**config.mk**
```make
export PLATFORM = sky130hd
export DESIGN_NAME = ph_dosing_pump_controller_core
export DESIGN_NICKNAME = d
export VERILOG_FILES = /design/src/sv/phd_pkg.sv /design/src/sv/phd_calc.sv /design/src/sv/ph_dosing_pump_controller_core.sv
export SDC_FILE = /design/constraint.sdc
export NUM_CORES = 1
export LEC_CHECK = 0
export ABC_AREA = 1
export BUFFER_PORTS_ARGS = -buffer_cell sky130_fd_sc_hd__buf_2
export CAP_MARGIN = 10
export CORE_ASPECT_RATIO = 0.8
export CORE_MARGIN = 1
export CORE_UTILIZATION = 35
export DETAILED_ROUTE_END_ITERATION = 10
export GPL_ROUTABILITY_DRIVEN = 0
export GPL_TIMING_DRIVEN = 0
export PLACE_DENSITY_LB_ADDON = 0.3
export SYNTH_ARGS = -nofsm -noshare
export SYNTH_HDL_FRONTEND = slang
export SYNTH_SLANG_ARGS = --single-unit
```
**constraint.sdc**
```tcl
create_clock -name clk -period 17.5 [get_ports clk]
set_input_delay 0.875 -clock clk [delete_from_list [all_inputs] [get_ports clk]]
set_output_delay 0.875 -clock clk [all_outputs]
set_load 0.01 [all_outputs]
```
**src/sv/phd_pkg.sv**
```systemverilog
// ----------------------------------------------------------------------------
// phd_pkg: shared types and constants for the pH dosing pump controller
// Field widths, register indexes, dose bands and settle timing constants.
// ----------------------------------------------------------------------------
package phd_pkg;

    // Timer base: ticks in one second of settle time.
    localparam int unsigned TICKS_PER_SECOND = 1000;

    // Field widths.
    localparam int RAW_W        = 16;
    localparam int GAIN_W       = 18;
    localparam int GAIN_FRAC_W  = 14;
    localparam int OFFSET_W     = 16;
    localparam int TARGET_W     = 14;
    localparam int SECONDS_W    = 12;
    localparam int CAL_W        = 16;
    localparam int ERR_W        = 17;
    localparam int DOSE_W       = 12;
    localparam int SETTLE_W     = 22;
    localparam int CFG_DATA_W   = 18;
    localparam int CFG_INDEX_W  = 3;

    // Products and sums in the calibration path.
    localparam int PROD_W   = RAW_W + GAIN_W;
    localparam int SCALED_W = PROD_W - GAIN_FRAC_W;
    localparam int SUM_W    = SCALED_W + 1;
    localparam int DIFF_W   = CAL_W + 2;

    // Settle wait limit and the settle length after reset (ten seconds).
    localparam logic [SETTLE_W-1:0] SETTLE_MAX = '1;
    localparam longint unsigned SETTLE_RST_FULL = 64'(10) * 64'(TICKS_PER_SECOND);
    localparam logic [SETTLE_W-1:0] SETTLE_TICKS_RST =
        (SETTLE_RST_FULL > 64'(SETTLE_MAX)) ? SETTLE_MAX : SETTLE_W'(SETTLE_RST_FULL);

    // Register reset values.
    localparam logic signed [GAIN_W-1:0]   CAL_GAIN_RST   = 18'sd16384;
    localparam logic signed [OFFSET_W-1:0] CAL_OFFSET_RST = 16'sd0;
    localparam logic [TARGET_W-1:0]        TARGET_PH_RST  = 14'd7000;

    // Dose bands: upper error limits (exclusive) and the run times they give.
    localparam logic signed [ERR_W-1:0] BAND_1_LIMIT = 17'sd50;
    localparam logic signed [ERR_W-1:0] BAND_2_LIMIT = 17'sd100;
    localparam logic signed [ERR_W-1:0] BAND_3_LIMIT = 17'sd200;
    localparam logic signed [ERR_W-1:0] BAND_4_LIMIT = 17'sd16000;
    localparam logic [DOSE_W-1:0] DOSE_NONE   = 12'd0;
    localparam logic [DOSE_W-1:0] DOSE_BAND_1 = 12'd500;
    localparam logic [DOSE_W-1:0] DOSE_BAND_2 = 12'd1000;
    localparam logic [DOSE_W-1:0] DOSE_BAND_3 = 12'd2000;
    localparam logic [DOSE_W-1:0] DOSE_BAND_4 = 12'd3000;

    // Calibration saturation limits.
    localparam logic signed [SUM_W-1:0] CAL_SAT_HI = 21'sd32767;
    localparam logic signed [SUM_W-1:0] CAL_SAT_LO = -21'sd32768;

    // Configuration register indexes.
    typedef enum logic [CFG_INDEX_W-1:0] {
        REG_CAL_GAIN       = 3'd0,
        REG_CAL_OFFSET     = 3'd1,
        REG_TARGET_PH      = 3'd2,
        REG_DOSE_MODE      = 3'd3,
        REG_SETTLE_SECONDS = 3'd4,
        REG_DOSING_ENABLE  = 3'd5
    } phd_reg_t;

    // Dose direction.
    typedef enum logic {
        MODE_ACID   = 1'b0,
        MODE_ALKALI = 1'b1
    } phd_mode_t;

    // Calibration settings seen by the decision logic.
    typedef struct packed {
        logic signed [GAIN_W-1:0]   cal_gain;
        logic signed [OFFSET_W-1:0] cal_offset;
        logic [TARGET_W-1:0]        target_ph;
        phd_mode_t                  dose_mode;
    } phd_cfg_t;

    // Outcome of one dosing decision.
    typedef struct packed {
        logic signed [CAL_W-1:0] cal;
        logic signed [ERR_W-1:0] err;
        logic [DOSE_W-1:0]       dose;
    } phd_calc_t;

endpackage

```
**src/sv/phd_calc.sv**
```systemverilog
// ----------------------------------------------------------------------------
// phd_calc: dosing decision for one pH sample
// Calibrates the raw reading, forms the error and picks the pump run time.
// ----------------------------------------------------------------------------
module phd_calc (
    input  logic signed [phd_pkg::RAW_W-1:0] raw_reading,
    input  phd_pkg::phd_cfg_t                cfg,
    output phd_pkg::phd_calc_t               result
);
    import phd_pkg::*;

    logic signed [PROD_W-1:0]   prod;
    logic signed [SCALED_W-1:0] scaled;
    logic signed [SUM_W-1:0]    sum;
    logic signed [CAL_W-1:0]    cal;
    logic signed [DIFF_W-1:0]   target_s;
    logic signed [DIFF_W-1:0]   diff;
    logic signed [ERR_W-1:0]    err;
    logic [DOSE_W-1:0]          dose;

    // The arithmetic shift of the product rounds toward minus infinity.
    assign prod   = PROD_W'(raw_reading) * PROD_W'(cfg.cal_gain);
    assign scaled = prod[PROD_W-1:GAIN_FRAC_W];
    assign sum    = SUM_W'(scaled) + SUM_W'(cfg.cal_offset);

    always_comb
    begin
        priority if (sum > CAL_SAT_HI)
        begin
            cal = CAL_SAT_HI[CAL_W-1:0];
        end
        else if (sum < CAL_SAT_LO)
        begin
            cal = CAL_SAT_LO[CAL_W-1:0];
        end
        else
        begin
            cal = sum[CAL_W-1:0];
        end
    end

    assign target_s = $signed({{(DIFF_W-TARGET_W){1'b0}}, cfg.target_ph});

    always_comb
    begin
        unique case (cfg.dose_mode)
            MODE_ACID:   diff = DIFF_W'(cal) - target_s;
            MODE_ALKALI: diff = target_s - DIFF_W'(cal);
            default:     diff = '0;
        endcase
    end

    // The difference always fits in the error width.
    assign err = diff[ERR_W-1:0];

    always_comb
    begin
        priority if (err < 0)
        begin
            dose = DOSE_NONE;
        end
        else if (err < BAND_1_LIMIT)
        begin
            dose = DOSE_BAND_1;
        end
        else if (err < BAND_2_LIMIT)
        begin
            dose = DOSE_BAND_2;
        end
        else if (err < BAND_3_LIMIT)
        begin
            dose = DOSE_BAND_3;
        end
        else if (err < BAND_4_LIMIT)
        begin
            dose = DOSE_BAND_4;
        end
        else
        begin
            dose = DOSE_NONE;
        end
    end

    assign result.cal  = cal;
    assign result.err  = err;
    assign result.dose = dose;

endmodule

```
**src/sv/ph_dosing_pump_controller_core.sv**
```systemverilog
// ----------------------------------------------------------------------------
// ph_dosing_pump_controller_core: pH dosing pump controller
// Takes millisecond ticks and raw pH samples and drives one dosing pump.
// ----------------------------------------------------------------------------
//
//  Channel   Signals                                   Direction
//  --------  ----------------------------------------  ---------
//  input     in_valid, in_ready, func, raw_reading     sink
//  result    out_valid, out_ready, pump_running,       source
//            sample_used, dose_time_ms, calibrated_ph,
//            ph_error, settling
//  config    cfg_wr_en, cfg_index, cfg_data            sink
//
//  One input transfer can be taken in every cycle in which the result register
//  is free or is being emptied. An item is held in the input register, then
//  the decision logic (one 16x18 multiply, a subtract and the band compares)
//  updates the controller state and loads the result register as it moves on.
//  Reset clears the state and the handshake flags and loads the register
//  defaults; no clearing pass is needed. While the result register waits
//  with out_ready low, an empty input register still takes one item; once it
//  holds one, in_ready is low in that same cycle.
//
module ph_dosing_pump_controller_core (
    input  logic                                 clk,
    input  logic                                 rst_n,

    input  logic                                 in_valid,
    output logic                                 in_ready,
    input  logic                                 func,
    input  logic signed [phd_pkg::RAW_W-1:0]     raw_reading,

    output logic                                 out_valid,
    input  logic                                 out_ready,
    output logic                                 pump_running,
    output logic                                 sample_used,
    output logic [phd_pkg::DOSE_W-1:0]           dose_time_ms,
    output logic signed [phd_pkg::CAL_W-1:0]     calibrated_ph,
    output logic signed [phd_pkg::ERR_W-1:0]     ph_error,
    output logic                                 settling,

    input  logic                                 cfg_wr_en,
    input  logic [phd_pkg::CFG_INDEX_W-1:0]      cfg_index,
    input  logic [phd_pkg::CFG_DATA_W-1:0]       cfg_data
);
    import phd_pkg::*;

    // Configuration registers. The settle length is kept in ticks, worked out
    // when settle_seconds is written, so the sample path has no multiply by it.
    phd_cfg_t              cfg_reg;
    logic [SETTLE_W-1:0]   settle_ticks_reg;
    logic                  dosing_enable_reg;
    logic [31:0]           settle_product;

    // Input register.
    logic                  s1_valid_reg;
    logic                  s1_func_reg;
    logic signed [RAW_W-1:0] s1_raw_reg;
    logic                  s1_advance;

    // Controller state.
    logic [DOSE_W-1:0]     pump_left_reg, pump_left_next;
    logic                  pump_flag_reg, pump_flag_next;
    logic [SETTLE_W-1:0]   settle_left_reg, settle_left_next;
    logic signed [CAL_W-1:0] last_cal_reg, last_cal_next;
    logic signed [ERR_W-1:0] last_err_reg, last_err_next;
    logic [DOSE_W-1:0]     last_dose_reg, last_dose_next;
    logic                  sample_take;

    // Result register.
    logic                  out_valid_reg;
    logic                  pump_running_reg;
    logic                  sample_used_reg;
    logic [DOSE_W-1:0]     dose_time_reg;
    logic signed [CAL_W-1:0] calibrated_reg;
    logic signed [ERR_W-1:0] ph_error_reg;
    logic                  settling_reg;

    phd_calc_t             calc;

    // ------------------------------------------------------------------------
    // Configuration writes.
    // ------------------------------------------------------------------------
    assign settle_product = 32'(cfg_data[SECONDS_W-1:0]) * 32'(TICKS_PER_SECOND);

    always_ff @(posedge clk or negedge rst_n)
    begin
        if (!rst_n)
        begin
            cfg_reg.cal_gain   <= CAL_GAIN_RST;
            cfg_reg.cal_offset <= CAL_OFFSET_RST;
            cfg_reg.target_ph  <= TARGET_PH_RST;
            cfg_reg.dose_mode  <= MODE_ACID;
            settle_ticks_reg   <= SETTLE_TICKS_RST;
            dosing_enable_reg  <= 1'b0;
        end
        else if (cfg_wr_en)
        begin
            unique case (phd_reg_t'(cfg_index))
                REG_CAL_GAIN:       cfg_reg.cal_gain   <= $signed(cfg_data[GAIN_W-1:0]);
                REG_CAL_OFFSET:     cfg_reg.cal_offset <= $signed(cfg_data[OFFSET_W-1:0]);
                REG_TARGET_PH:      cfg_reg.target_ph  <= cfg_data[TARGET_W-1:0];
                REG_DOSE_MODE:      cfg_reg.dose_mode  <= phd_mode_t'(cfg_data[0]);
                REG_SETTLE_SECONDS:
                begin
                    // Saturate the settle length to the width of its counter.
                    if (settle_product > 32'(SETTLE_MAX))
                    begin
                        settle_ticks_reg <= SETTLE_MAX;
                    end
                    else
                    begin
                        settle_ticks_reg <= settle_product[SETTLE_W-1:0];
                    end
                end
                REG_DOSING_ENABLE:  dosing_enable_reg <= cfg_data[0];
                default:
                begin
                    // Writes to unused indexes are dropped.
                end
            endcase
        end
    end

    // ------------------------------------------------------------------------
    // Input register. It moves on whenever the result register is free or is
    // being emptied in the same cycle.
    // ------------------------------------------------------------------------
    assign s1_advance = s1_valid_reg && (!out_valid_reg || out_ready);
    assign in_ready   = !s1_valid_reg || s1_advance;

    always_ff @(posedge clk or negedge rst_n)
    begin
        if (!rst_n)
        begin
            s1_valid_reg <= 1'b0;
        end
        else if (in_ready)
        begin
            s1_valid_reg <= in_valid;
        end
    end

    always_ff @(posedge clk)
    begin
        if (in_valid && in_ready)
        begin
            s1_func_reg <= func;
            s1_raw_reg  <= raw_reading;
        end
    end

    // ------------------------------------------------------------------------
    // Dosing decision and next state.
    // ------------------------------------------------------------------------
    phd_calc u_calc (
        .raw_reading (s1_raw_reg),
        .cfg         (cfg_reg),
        .result      (calc)
    );

    // A sample is used only while dosing is on and no settle wait is running.
    assign sample_take = s1_func_reg && dosing_enable_reg && (settle_left_reg == '0);

    always_comb
    begin
        pump_left_next   = pump_left_reg;
        pump_flag_next   = pump_flag_reg;
        settle_left_next = settle_left_reg;
        last_cal_next    = last_cal_reg;
        last_err_next    = last_err_reg;
        last_dose_next   = last_dose_reg;

        if (!s1_func_reg)
        begin
            // Millisecond tick: both timers count down and the pump stops
            // when its timer runs out.
            if (pump_left_reg != '0)
            begin
                pump_left_next = pump_left_reg - 1'b1;
                if (pump_left_reg == DOSE_W'(1))
                begin
                    pump_flag_next = 1'b0;
                end
            end
            if (settle_left_reg != '0)
            begin
                settle_left_next = settle_left_reg - 1'b1;
            end
        end
        else if (sample_take)
        begin
            // A new dose replaces any run in progress; a zero dose stops it.
            last_cal_next    = calc.cal;
            last_err_next    = calc.err;
            last_dose_next   = calc.dose;
            pump_left_next   = calc.dose;
            pump_flag_next   = (calc.dose != '0);
            settle_left_next = settle_ticks_reg;
        end
    end

    always_ff @(posedge clk or negedge rst_n)
    begin
        if (!rst_n)
        begin
            pump_left_reg   <= '0;
            pump_flag_reg   <= 1'b0;
            settle_left_reg <= '0;
            last_cal_reg    <= '0;
            last_err_reg    <= '0;
            last_dose_reg   <= '0;
        end
        else if (s1_advance)
        begin
            pump_left_reg   <= pump_left_next;
            pump_flag_reg   <= pump_flag_next;
            settle_left_reg <= settle_left_next;
            last_cal_reg    <= last_cal_next;
            last_err_reg    <= last_err_next;
            last_dose_reg   <= last_dose_next;
        end
    end

    // ------------------------------------------------------------------------
    // Result register. It shows the state as the item left it.
    // ------------------------------------------------------------------------
    always_ff @(posedge clk or negedge rst_n)
    begin
        if (!rst_n)
        begin
            out_valid_reg <= 1'b0;
        end
        else if (s1_advance)
        begin
            out_valid_reg <= 1'b1;
        end
        else if (out_ready)
        begin
            out_valid_reg <= 1'b0;
        end
    end

    always_ff @(posedge clk)
    begin
        if (s1_advance)
        begin
            pump_running_reg <= pump_flag_next;
            sample_used_reg  <= sample_take;
            dose_time_reg    <= last_dose_next;
            calibrated_reg   <= last_cal_next;
            ph_error_reg     <= last_err_next;
            settling_reg     <= (settle_left_next != '0);
        end
    end

    assign out_valid     = out_valid_reg;
    assign pump_running  = pump_running_reg;
    assign sample_used   = sample_used_reg;
    assign dose_time_ms  = dose_time_reg;
    assign calibrated_ph = calibrated_reg;
    assign ph_error      = ph_error_reg;
    assign settling      = settling_reg;

    // ------------------------------------------------------------------------
    // Assertions.
    // ------------------------------------------------------------------------
`ifndef ASSERT_OFF
    // The pump is driven exactly while its run timer is nonzero.
    a_pump_flag_matches_timer: assert property (
        @(posedge clk) disable iff (!rst_n)
        pump_flag_reg == (pump_left_reg != '0)
    ) else $error("pump flag out of step with its run timer");

    // A sample that arrives during a settle wait is never used.
    a_no_sample_while_settling: assert property (
        @(posedge clk) disable iff (!rst_n)
        s1_advance && s1_func_reg && (settle_left_reg != '0) |=> !sample_used
    ) else $error("sample used while a settle wait was running");

    // A waiting result agrees with the state it was taken from.
    a_result_tracks_state: assert property (
        @(posedge clk) disable iff (!rst_n)
        out_valid |-> (settling == (settle_left_reg != '0))
                   && (pump_running == pump_flag_reg)
                   && (dose_time_ms == last_dose_reg)
    ) else $error("result register differs from controller state");
`endif

endmodule
```
==> qor.txt <==
hold buffers post-CTS: 0
Post-Layout Cell Count: 4263
Port Buffers: 92
post-synth top area cell: fa_1
Final #Nets: 3858
Synth Area per Inst: 7.970 um^2
grt total ovfl: 0
Syn. warnings: 0
buffer count from post-CTS setup fixing: 0
Critical Path RT: 17810 ps
most used flip-flop cell after synthesis: dfrtp_1
drt drc: 0
Core Footprint: 0.07108 mm^2
Slowest-stage cell, CP: buf_1
vias in the first global route: 20593
net count after synthesis: 3736
wire length per cell: 16.17 um
clock buffer count from CTS: 26
flops & latches, synth: 216
Startpoint Class: flip-flop
routed length on met2: 27.90 mm
width of the chip: 303.2 um
Die Footprint: 0.07366 mm^2
placed cell count: 4215
Final Instance Area: 0.02797 mm^2
average vias per placed instance: 4.828
Setup-failing EPs final: 0
max cap viols: 0
hpwl dp: 56.77 mm
Largest register FFs: 49
Critical Path Max Stage Delay: 660 ps
RSZ-0062 raised after global routing: false
clock tree sinks: 216
# diodes: 0
crit share post-route: 0.7864
area grow syn2layout: 10.10%
post-synthesis sequential area ratio: 0.2262
maximum clock path buffer count: 3
metal1 wirelength: 34.10 mm
synth unique cells: 61
I/O pins: 93
outcome: complete, no violations
main area contributors after synthesis: fa_1 (26%), dfrtp_1 (14%), nand2_1 (11%), inv_1 (11%), ha_1 (8.7%)
setup TNS: 0 ps
share of cells above drive strength 1: 0.06819
Fmax: 72.66 MHz
Root Buffer: clkbuf_16
Max Used Layer: met5
WL final: 68.95 mm
Crit path arrival time: 14080 ps
initial antenna violation count: 3
measured slew at the worst slew-check pin: 912.8 ps
total track usage: 0.1954
crit path time final: 13760 ps
Worst-path clk slew: 60 ps
CP Max Fanout: 10
largest net degree at the start of global routing: 87
row count: 87
total number of vias: 20583
Gate Count Post-Synth: 3187
Routed Antenna Nets: 0
first-pass GRT wire length: 113.3 mm
final slew viol count: 0
Rel. slew slack: 0.3908
number of enable flip-flop cells after synthesis: 65
worst skew pair latency: 560 ps
worst hold path type: input port to asynchronous set/reset pin
H-tree levels: 1
Cell Area, Placed: 0.02709 mm^2
Initial Util: 0.3573
post-synth top area share: 0.2601
Setup CP Type: flip-flop to flip-flop
Synth Cell Area: 0.02540 mm^2
final hold vios: 0
async set-reset flop share out of synthesis: 0.6991
Crit path top cell by count: nand2_1
clk_skew: 33.87 ps
DR iter-0 viols: 1778
Crit. End Element: flip-flop
TritonCTS clock tree: done
Initial DRT Pass Iterations: 6
post_cts resized: 0
Die Height: 243.0 um
met3 WL: 5.447 mm
==> worst max-delay path, delay by kind of cell (launching register included) <==
kind / cells / cell delay, ps
AO/OA/AOI/OAI: 5 / 1640
XOR/XNOR: 1 / 180
adder cells (fa/ha/maj): 10 / 4280
buffers and inverters: 14 / 2860
flip-flops: 1 / 320
AND/OR/NAND/NOR: 30 / 4210
==> stage by stage <==
step	worst slack (ps)	utilization	hold WS, ps
2_1_floorplan	6889	-	449.1
3_3_place_gp	4017	0.3803	465.8
3_5_place_dp	3978	0.3811	472.2
4_1_cts	3925	0.3934	288.6
5_1_grt	2788	0.3934	316.9
6_report	3738	0.3934	273.9
==> cell families (layout without fill, tap and decap cells) <==
group,after synthesis,after routing,share of synthesized area
simple gates,1129,1129,0.1874
xor+xnor,68,68,0.02345
fa+ha+maj,506,506,0.3468
flops,216,216,0.2262
mux,2,2,0.0008866
compound gates,410,410,0.08753
buf+inv,856,998,0.1277
==> layout by cell type, fill, tap and decap left out, types with 6 or more instances in the layout <==
master	netlist	final
nor2_2	9	9
o21ai_0	223	223
xnor2_1	27	27
xor2_1	41	41
a21oi_1	116	116
nand3_2	6	6
nor3_1	27	27
nand4_1	26	26
inv_2	9	9
edfxtp_1	65	65
fa_1	330	330
clkinv_2	0	8
o211ai_1	7	7
nand3b_1	6	6
nand2_2	21	21
dfrtp_1	138	138
inv_1	727	727
nor2_1	143	143
nand3_1	83	83
o21ai_1	12	12
clkbuf_1	105	111
ha_1	176	176
buf_2	4	95
nor4_1	13	13
clkbuf_16	0	27
dfstp_2	13	13
nand2_1	768	768
o31ai_1	7	7
o21bai_1	7	7
buf_1	6	6
==> Yosys cell counts (6+ instances only) <==
| cell type | instances |
|---|---|
| a21oi_1 | 116 |
| buf_1 | 6 |
| clkbuf_1 | 105 |
| dfrtp_1 | 138 |
| dfstp_2 | 13 |
| edfxtp_1 | 65 |
| fa_1 | 330 |
| ha_1 | 176 |
| inv_1 | 727 |
| inv_2 | 9 |
| nand2_1 | 768 |
| nand2_2 | 21 |
| nand3_1 | 83 |
| nand3_2 | 6 |
| nand3b_1 | 6 |
| nand4_1 | 26 |
| nor2_1 | 143 |
| nor2_2 | 9 |
| nor3_1 | 27 |
| nor4_1 | 13 |
| o211ai_1 | 7 |
| o21ai_0 | 223 |
| o21ai_1 | 12 |
| o21bai_1 | 7 |
| o31ai_1 | 7 |
| xnor2_1 | 27 |
| xor2_1 | 41 |
==> routing by layer <==
layer / vias to the layer above / track usage
li1: 9939 / -
met1: 9861 / 0.3036
met2: 687 / 0.2807
met3: 92 / 0.03428
met4: 4 / 0.03902
met5: - / 0
==> worst paths after layout <==
kind | end | depth (start not counted) | startpoint | slack (ps)
worst max-delay path | pump_running | 60 | s1_raw_reg[5] | 3740
worst min-delay path | last_err_reg[11] | 1 | rst_n | 270
worst max register to register | pump_running | 60 | s1_raw_reg[5] | 3740
worst min register to register | last_cal_reg[11] | 2 | last_cal_reg[11] | 480
max in group asynchronous | settle_ticks_reg[10] | 2 | rst_n | 16400
min in group clk | last_cal_reg[11] | 2 | last_cal_reg[11] | 480
==> cell type report <==
type	count	area, um^2
fill	7358	43120
multi-input combinational	2115	16410
sequential	216	5747
inverter	739	2776
tap	934	1169
clock buffer	33	698.2
timing repair buffer	94	518.0
buffer	117	467.9
clock inverter	15	180.2
Power is not shown: default switching activity piles up to over one toggle a cycle in this logic, so the estimate is an artifact.
